### src/hw/rtl/dfrb_pkg.sv
`default_nettype none
package dfrb_pkg;

	localparam int DEPTH_DEF        = 1024;
	localparam int LINEAR_DEPTH_DEF = 256;
	localparam int TERM_LEN         = 3;

	localparam int CMD_W  = 2;
	localparam int BYTE_W = 8;
	localparam int OFS_W  = 10;
	localparam int LEN_W  = 10;
	localparam int PEND_W = 16;
	localparam int STAT_W = 2;
	localparam int CFG_IDX_W = 2;

	localparam logic [PEND_W-1:0] PEND_MAX = 16'hFFFF;

	localparam logic [CMD_W-1:0] CMD_BYTE  = 2'd0;
	localparam logic [CMD_W-1:0] CMD_IDLE  = 2'd1;
	localparam logic [CMD_W-1:0] CMD_TAKE  = 2'd2;
	localparam logic [CMD_W-1:0] CMD_FETCH = 2'd3;

	localparam logic [STAT_W-1:0] STAT_ACCEPTED = 2'd0;
	localparam logic [STAT_W-1:0] STAT_NONE     = 2'd1;
	localparam logic [STAT_W-1:0] STAT_TAKEN    = 2'd2;
	localparam logic [STAT_W-1:0] STAT_TOO_LONG = 2'd3;

	localparam logic [CFG_IDX_W-1:0] REG_TERM_FIRST  = 2'd0;
	localparam logic [CFG_IDX_W-1:0] REG_TERM_SECOND = 2'd1;
	localparam logic [CFG_IDX_W-1:0] REG_TERM_THIRD  = 2'd2;

	localparam logic [BYTE_W-1:0] TERM_FIRST_RST  = 8'd0;
	localparam logic [BYTE_W-1:0] TERM_SECOND_RST = 8'd127;
	localparam logic [BYTE_W-1:0] TERM_THIRD_RST  = 8'd255;

	// command queue between front and back
	localparam int CQ_DEPTH = 2;
	localparam int CQ_IW    = $clog2(CQ_DEPTH);

	typedef struct packed {
		logic [CMD_W-1:0]  cmd;
		logic [BYTE_W-1:0] rx_byte;
		logic [OFS_W-1:0]  fetch_offset;
	} item_t;

	typedef struct packed {
		logic  valid;
		item_t item;
	} cq_t;

	typedef struct packed {
		logic [BYTE_W-1:0] first;
		logic [BYTE_W-1:0] second;
		logic [BYTE_W-1:0] third;
	} term_t;

	typedef struct packed {
		logic [STAT_W-1:0] status;
		logic [LEN_W-1:0]  frame_length;
		logic [LEN_W-1:0]  frame_start;
		logic [BYTE_W-1:0] byte_out;
		logic [PEND_W-1:0] frames_pending;
	} result_t;

endpackage
`default_nettype wire

### src/hw/rtl/dfrb_front.sv
`default_nettype none
module dfrb_front import dfrb_pkg::*; (
	input  wire logic  clk,
	input  wire logic  arst_n,
	input  wire logic  push,
	output logic       full,
	input  wire item_t item_in,
	output cq_t        cq,
	input  wire logic  cq_pop
);

	item_t             slot_q [CQ_DEPTH];
	logic [CQ_IW-1:0]  wp_q;
	logic [CQ_IW-1:0]  rp_q;
	logic [CQ_IW:0]    cnt_q;
	logic              do_push;
	logic              do_pop;

	function automatic logic [CQ_IW-1:0] ptr_inc(input logic [CQ_IW-1:0] p);
		return (p == CQ_IW'(CQ_DEPTH - 1)) ? '0 : p + 1'b1;
	endfunction

	assign full     = (cnt_q == (CQ_IW+1)'(CQ_DEPTH));
	assign do_push  = push && !full;
	assign do_pop   = cq_pop && (cnt_q != '0);
	assign cq.valid = (cnt_q != '0);
	assign cq.item  = slot_q[rp_q];

	always_ff @(posedge clk) begin
		if (do_push) begin
			slot_q[wp_q] <= item_in;
		end
	end

	always_ff @(posedge clk or negedge arst_n) begin
		if (!arst_n) begin
			wp_q  <= '0;
			rp_q  <= '0;
			cnt_q <= '0;
		end else begin
			if (do_push) begin
				wp_q <= ptr_inc(wp_q);
			end
			if (do_pop) begin
				rp_q <= ptr_inc(rp_q);
			end
			if (do_push && !do_pop) begin
				cnt_q <= cnt_q + 1'b1;
			end else if (do_pop && !do_push) begin
				cnt_q <= cnt_q - 1'b1;
			end
		end
	end

endmodule
`default_nettype wire

### config.mk
export PLATFORM = sky130hd
export DESIGN_NAME = dfrb_front
export DESIGN_NICKNAME = d
export VERILOG_FILES = /design/src/hw/rtl/dfrb_pkg.sv /design/src/hw/rtl/dfrb_front.sv
export SDC_FILE = /design/constraint.sdc
export NUM_CORES = 1
export LEC_CHECK = 0
export ABC_AREA = 1
export BUFFER_PORTS_ARGS = -buffer_cell sky130_fd_sc_hd__buf_2
export CELL_PAD_IN_SITES_DETAIL_PLACEMENT = 0
export CELL_PAD_IN_SITES_GLOBAL_PLACEMENT = 1
export CORE_MARGIN = 4
export CORE_UTILIZATION = 40
export CTS_CLUSTER_SIZE = 20
export DETAILED_ROUTE_END_ITERATION = 8
export PLACE_DENSITY_LB_ADDON = 0.1
export SKIP_CTS_REPAIR_TIMING = 1
export SLEW_MARGIN = 20
export SYNTH_ARGS = -nofsm -noshare
export SYNTH_HDL_FRONTEND = slang
export SYNTH_SLANG_ARGS = --single-unit
### constraint.sdc
create_clock -name clk -period 2.5 [get_ports clk]
set_clock_uncertainty 0.05 [all_clocks]
set_input_delay 0.25 -clock clk [delete_from_list [all_inputs] [get_ports clk]]
set_output_delay 0.25 -clock clk [all_outputs]
set_load 0.01 [all_outputs]
# Word level (Yosys, flattened, before mapping)
# Memories as Yosys holds them, arrays and structs flattened.
# Index checks and enable logic that the tools add are counted.
classes:
  addsub: 4
  eq_ne: 1
  muxes: 6
  reduce_logical: 9
ops:
  columns: ["op", "n"]
  rows:
  - ["1-bit logical AND", 4]
  - ["1-bit two-way mux", 4]
  - ["2-bit two-way mux", 2]
  - ["2-bit nonzero test", 2]
  - ["1-bit logical NOT", 3]
  - ["1-bit adder (second input constant)", 2]
  - ["2-bit by 1-bit adder with 2-bit output (second input constant)", 1]
  - ["2-bit equality test (second input constant)", 1]
  - ["2-bit by 1-bit subtractor with 2-bit output (second input constant)", 1]
totals:
  ff_bits: 4
  mem_bits_rw: 40
  elab_cells: 24
  n_memories: 1
mem_list:
  columns: ["name", "depth", "width", "read_ports", "rd_ports_with_merged_regs", "wr", "line_no", "text"]
  rows:
  - ["slot_q", 2, 20, 1, 0, 1, "dfrb_front.sv:12", "item_t slot_q [CQ_DEPTH];"]

# Longest topological paths before layout
# Gate-level depths: netlist of run 1.
depth:
  depth_word: 7
  mapped_depth: 9

# Worst setup path before layout of run 1
# Ideal clock, no wire load.
synth_timing:
  path_type: "register to register"
  start: "reg cnt_q[1]"
  end: "mem slot_q[1][0] (netlist bit) (enable)"
  setup_time_ns: 0.397
  t_arrival_ns: 1.454
  required_ns: 2.053
  setup_slack_ns: 0.599
  stages_incl_launch_ff: 4
  n_path_buf: 0
  cell_sequence: "dfrtp_1 > inv_1 > o21ai_0 > nor2_1"
synth_via:
  elab_chain_cells: 5
synth_lines:
  columns: ["item", "line_no", "text"]
  rows:
  - ["start: declaration", "dfrb_front.sv:15", "logic [CQ_IW:0] cnt_q;"]
  - ["start signal: assignment", "dfrb_front.sv:48", "cnt_q <= cnt_q + 1'b1;"]
  - ["start signal: assignment", "dfrb_front.sv:50", "cnt_q <= cnt_q - 1'b1;"]
  - ["2-bit equality test", "dfrb_front.sv:23", "assign full = (cnt_q == (CQ_IW+1)'(CQ_DEPTH));"]
  - ["1-bit logical NOT", "dfrb_front.sv:24", "assign do_push = push && !full;"]
  - ["1-bit logical AND", "dfrb_front.sv:24", null]
  - ["1-bit two-way mux", "dfrb_front.sv:30", "if (do_push) begin"]
  - ["1-bit two-way mux (not written as such)", "dfrb_front.sv:31", "slot_q[wp_q] <= item_in;"]
  - ["end: declaration", "dfrb_front.sv:12", null]
# No other way between the ends.

# Final worst setup path of run 1
layout_timing:
  start: "reg cnt_q[1]"
  end: "mem slot_q[1][14] (netlist bit) (enable)"
# Same word-level chain as after synthesis.

==> key figures, run 1 <==
Global route
  • First-pass GRT wire length: between 4000 and 5000 um
  • Global Route Usage Sum: 0.119
  • Congestion Overflow GR: 0
  • Pin count of the biggest net entering global routing: 22
  • Vias in the first global route: 1048
  • Initial antenna violation count: 0

Routing
  • Routed wl met3: approximately 210 um
  • Top sig layer: met4
  • Total wire length: between 2000 and 3000 um
  • Met1 wire length: approximately 1300 um
  • Avg WL per Cell: approximately 12 um
  • DR vias/cell: 4.46
  • Initial DRC count: 52
  • DR vias: around 1.1k
  • Remaining antenna violation count: 0
  • Met2 Wirelength: between 1000 and 1500 um
  • Drt drc: 0
  • Pre-Repair DR Iteration Count: 4

Power and ir drop
  • Leak: between 0.9 and 1 nW
  • Worst VDD drop: ~0.00049 V
  • Final Power: around 2.4 mW
  • PD cells: between 1000 and 1500 nW/um2

Finish
  • Cell Count, Final, Fillers Out: between 200 and 250
  • Area Growth Syn to Fin: 24.5%
  • Fin nets: approximately 210
  • Fin util: 0.522
  • Final instance area: 2100 um2
  • N_diodes: 0
  • Layout cell share with drive strength beyond 1: 0.333

Die
  • FP Rows: 23
  • Die H: approximately 73 um
  • Core region area: 4030 um2
  • # IOs: 46
  • Starting Density: 0.419
  • Die X: 73.0 um
  • Die ar.: roughly 5300 um2

Placement
  • Final GP Congestion: roughly 0.65
  • Port Buffers: 45
  • DP Area: roughly 2000 um2
  • Dpl hpwl: about 2100 um
  • Placed cells: 230
  • Placement Setup Slack: approximately 770 ps

Logic synthesis
  • Main synth FF type: edfxtp_1
  • #FFs+latches synth: 44
  • Most frequent cell after synthesis: nand2_1
  • Post-synthesis cell area: 1690 um2
  • Syn avg cell area: 12.4 um2
  • Synth area leader: edfxtp_1
  • Most area-consuming cells after synthesis: edfxtp_1 71%, nand2_1 15%, dfrtp_1 5.9%, inv_1 1.3%, buf_2 1.2%
  • Share of the synthesized area in the top cell type: 0.711
  • Sequential fraction of the synthesis area: 0.770
  • Synth cell types: 15
  • Share of synthesized flip-flops with an asynchronous set or reset: 0.0909
  • Synth top cells by count: 68 x nand2_1, 40 x edfxtp_1, 6 x inv_1, 4 x buf_2, 4 x dfrtp_1
  • Warning count from the yosys run: 0
  • Synthesized Nets: ~160
  • Gate Count Post-Synth: about 140
  • EDFF count, synth: 40

Setup path
  • Number of cells on the critical path: 4
  • Critical path data required time: about 2400 ps
  • Crit-path max cell delay: ~400 ps
  • CP top delay family: buffers and inverters
  • Crit path capture: slot_q[1][14]
  • CP Launch Point: cnt_q[1]
  • Reg2reg start: cnt_q[1]
  • Startpoint types: register
  • R2r setup slk: approximately 790 ps
  • CP cell instances: inv_1, o21ai_0, nor2_2, buf_4
  • Worst-path fanout max: 11
  • Reg2reg end: slot_q[1][14]
  • Crit. End Element: register
  • Worst path bufs/invs: 2
  • R2R depth: 4
  • Setup CP Type: reg -> reg
  • Slowest CP cell: nor2_2
  • Worst EP arrival: between 1500 and 2000 ps

Clock network
  • Worst skew pair latency: 280 ps
  • TritonCTS Buffers: 5
  • H-tree level count: 2
  • Clk buf depth: 2
  • Reg clk slew, reported paths: approximately 80 ps
  • Clock sink total: 44
  • Root Buffer: clkbuf_8
  • TritonCTS clock tree: done

Timing
  • Final worst-path cycle share: 0.682
  • Slew @ Worst Pin: ~460 ps
  • Worst rel slew slack: 0.691
  • Hold_ws: about 100 ps
  • Slew Limit Fails: 0
  • Final TNS setup: 0 ps
  • Count of final setup violators: 0
  • Maximum operating frequency: about 590 MHz
  • Tmin final: about 1700 ps
  • RSZ-0062 raised after global routing: false
  • Worst Setup Slack, final: 794 ps
  • Final Hold Viols: 0

Worst hold path
  • Worst min path class: in -> reg

Run
  • MaxCap Viol Count: 0

Run status
  • Outcome: finished clean
-- worst reg2reg max path, cell delays in order, from the launching register on --
cell	delay (ps)
dfrtp_1	380
inv_1	130
o21ai_0	150
nor2_2	400
buf_4	300
-- power breakdown --
group / internal [mW] / switching [mW] / leakage, nW
clock network: 0.296 / 0.225 / 0.0558
registers: 1.01 / 0.0548 / 0.420
logic: 0.291 / 0.540 / 0.471
-- sequential cells by signal, indices dropped and copies added (netlist names) --
| name | count |
|---|---|
| cnt_q | 2 |
| rp_q | 1 |
| slot_q | 40 |
| wp_q | 1 |
-- layout make-up --
| cell class | instances | area, um2 |
|---|---|---|
| fillers | 373 | 1930 |
| flip-flops and latches | 44 | 1300 |
| multi-input cells | 80 | 340 |
| repair buffers | 49 | 258 |
| clock buffers | 5 | 68.8 |
| well taps | 50 | 62.6 |
| clock inverters | 3 | 42.5 |
| inverters | 8 | 30.0 |
-- how the worst min path moves through the flow --
stage	from	to	slack [ps]	cells past startpoint
final	item_in[6]	slot_q[1][6]	100	1
after global routing	item_in[19]	slot_q[0][19]	80	1
after CTS	arst_n	wp_q	-300	1
after detailed placement	arst_n	cnt_q[0]	10	1
after global placement	arst_n	cnt_q[0]	20	1
after floorplan	arst_n	cnt_q[0]	-100	0
-- cells in the final DEF, fill, tap and decap left out --
master         count
ha_1               1
nand3_1            2
o21ai_0            1
inv_2              2
inv_1              6
nor2_2             2
clkinv_1           1
nand2_2            3
edfxtp_1          40
xnor2_1            1
bufinv_16          1
nand4_1            1
dlygate4sd3_1      1
buf_4              3
clkinv_4           1
buf_2             45
dfrtp_1            4
nand2_1           68
clkbuf_8           5
nor2_4             1
-- routing by layer --
metal / up-vias / GRT usage
met5: - / 0
met4: 0 / 0.0369
met3: 2 / 0.0482
met2: 30 / 0.192
met1: 488 / 0.147
li1: 547 / -
-- logic make-up after synthesis --
group / Yosys count / synth area share
simple gates: 77 / 0.184
fa+ha+maj: 1 / 0.00741
buf+inv: 12 / 0.0296
xor+xnor: 1 / 0.00519
compound gates: 1 / 0.00296
flops: 44 / 0.770
(Power assumes the default switching activity.)
==> inputs of run 2 (changes only) <==
Clock period 2.5 ns to 1.7 ns, I/O delays scaled along.
==> run 2 against run 1 <==
Effect of this change: routed wire length up 4.6%; sequential share of layout area down 1.8 points; final area up 2.9%; worst hold slack worse by 78 ps; via count up 1.3%; global-route usage up 0.63 points; worst setup slack worse by 600 ps; clock power up 44%; largest cell class unchanged; highest routed layer unchanged.
==> key figures, run 2 (synthesis gave the netlist of run 1 again) <==
Run status
  • Outcome: finished clean

Power and ir drop
  • PD cells: 1670 nW/um2 (+45%)
  • Logic pwr share: 0.358 (+0.014)
  • Worst VDD drop: 0.000916 V (+88%)
  • Clk network pwr share: 0.208 (-0.008)
  • NetSw: 1.21 mW (+48%)
  • Sequential share of power: 0.433 (-0.007)
  • Leak: 0.970 nW (+2.4%)
  • P_int: 2.39 mW (+50%)
  • Sw frac: 0.336 (-0.00315)

Timing
  • Slew @ Worst Pin: 394 ps (-68.9 ps)
  • Final Hold Viols: 0 (unchanged)
  • Maximum operating frequency: ~670 MHz
  • Worst rel slew slack: 0.737 (+0.0459)
  • RSZ-0062 raised after global routing: false
  • Slew Limit Fails: 0 (unchanged)
  • Count of final setup violators: 0 (unchanged)
  • Final worst-path cycle share: 0.884
  • Final TNS setup: 0 ps (unchanged)
  • Tmin final: about 1500 ps
  • Worst Setup Slack, final: 198 ps (-596 ps)

Global route
  • Pin count of the biggest net entering global routing: 22 (unchanged)
  • Vias in the first global route: 1034 (-1.3%)
  • Congestion Overflow GR: 0 (unchanged)
  • First-pass GRT wire length: 4920 um (+4.1%)
  • Initial antenna violation count: 0 (unchanged)
  • Global Route Usage Sum: 0.126 (+0.00629)

Finish
  • Filler cell count in the final layout: 356 (-4.6%)
  • Largest register by flop count: slot_q
  • Storage cell area: 1300 um2 (unchanged)
  • Top flop regs: slot_q (40), cnt_q (2)
  • N_diodes: 0 (unchanged)
  • Largest register FFs: 40 (unchanged)
  • Most common cell after layout, fill and taps aside: nand2_1
  • Layout cell share with drive strength beyond 1: 0.326 (-0.00691)
  • Commonest cells after routing, fill and taps aside: 68 x nand2_1, 45 x buf_2, 40 x edfxtp_1
  • Area Growth Syn to Fin: 28.1%
  • Area occupied by multi-input gates: 340 um2 (unchanged)
  • Fin nets: 217 (+1.9%)

Routing
  • Remaining antenna violation count: 0 (unchanged)
  • DR vias: 1081 (+1.3%)
  • Drt drc: 0 (unchanged)
  • Avg WL per Cell: 12.7 um (+2.9%)
  • Initial DRC count: 108 (+110%)
  • Total wire length: 3090 um (+4.6%)
  • DR vias/cell: 4.45 (-0.36%)
  • Pre-Repair DR Iteration Count: 4 (unchanged)

Setup path
  • Crit-path max cell delay: 390 ps (about the same)
  • CP cell instances: inv_2, nand2_1, nand2_1, buf_2
  • Critical path data required time: 1480 ps (-960 ps)
  • Slowest CP cell: dfrtp_1
  • Worst-path fanout max: 21 (+10)
  • Worst EP arrival: 1280 ps (-370 ps)
  • Worst path bufs/invs: 2 (unchanged)
  • Crit. End Element: output port
  • R2r setup slk: 300 ps (-490 ps)
  • Setup CP Type: reg -> out
  • Startpoint types: register
  • CP top delay family: buffers and inverters
  • Crit-path most repeated cell: nand2_1

Placement
  • Dpl hpwl: 2050 um (-2.6%)
  • Port Buffers: 45 (unchanged)
  • Final GP Congestion: 0.615 (-5.6%)
  • Placement Setup Slack: 296 ps (-473 ps)

Die
  • Core region area: 4030 um2 (unchanged)
  • Starting Density: 0.419 (unchanged)
  • Die H: 73.0 um (unchanged)
  • FP Rows: 23 (unchanged)
  • Die ar.: 5330 um2 (unchanged)
  • # IOs: 46 (unchanged)
  • Die X: 73.0 um (unchanged)

Clock network
  • TritonCTS clock tree: done
  • Clk buf depth: 2 (unchanged)
  • H-tree level count: 2 (unchanged)
  • Clock sink total: 44 (unchanged)
  • TritonCTS Buffers: 5 (unchanged)
  • Worst skew pair latency: 280 ps (about the same)
  • Root Buffer: clkbuf_8
  • Reg clk slew, reported paths: 80 ps (about the same)

Run
  • MaxCap Viol Count: 0 (unchanged)

Worst hold path
  • Worst min path class: in -> reg
[run 2: power by group through the flow]
stage	clock network [mW]	registers [mW]	logic (mW)
after CTS	0.775	1.56	1.32
after detailed placement	0	1.59	1.32
final	0.751	1.56	1.29
after global routing	0.832	1.59	1.45
after global placement	0	1.58	1.29
after floorplan	0	1.58	0.782
[run 2: final cells by class]
cell class,count,area share
clock buffer,6,0.0335
clock inverter,2,0.0162
inverter,8,0.0139
multi-input combinational,80,0.157
sequential,44,0.601
tap,50,0.0289
timing repair buffer,53,0.149
[run 2: metal layers]
metal / up-vias / part of all wire / global-route usage
li1: 558 / - / -
met1: 493 / 0.43 / 0.159
met2: 28 / 0.50 / 0.197
met3: 2 / 0.064 / 0.0496
met4: 0 / 0.0055 / 0.0430
met5: - / 0 / 0
[run 2: final timing paths]
kind	depth (start not counted)	to	from
max	4	cq[1]	rp_q
min	1	slot_q[0][16]	item_in[16]
max reg2reg	7	cnt_q[1]	cnt_q[0]
min reg2reg	2	cnt_q[1]	cnt_q[1]
max in group asynchronous	2	wp_q	arst_n
min in group asynchronous	2	cnt_q[1]	arst_n
[run 2: through the flow]
step           power (mW)  hold slack (ps)   util  area (um2)  std cells
2_1_floorplan        2.36             -176      -        1690        136
3_3_place_gp         2.87            -68.7  0.498        2010        230
3_5_place_dp         2.91            -66.0  0.498        2010        230
4_1_cts              3.66             -376  0.525        2110        238
5_1_grt              3.87            0.269  0.537        2160        243
6_report             3.61             22.1  0.537        2160        243
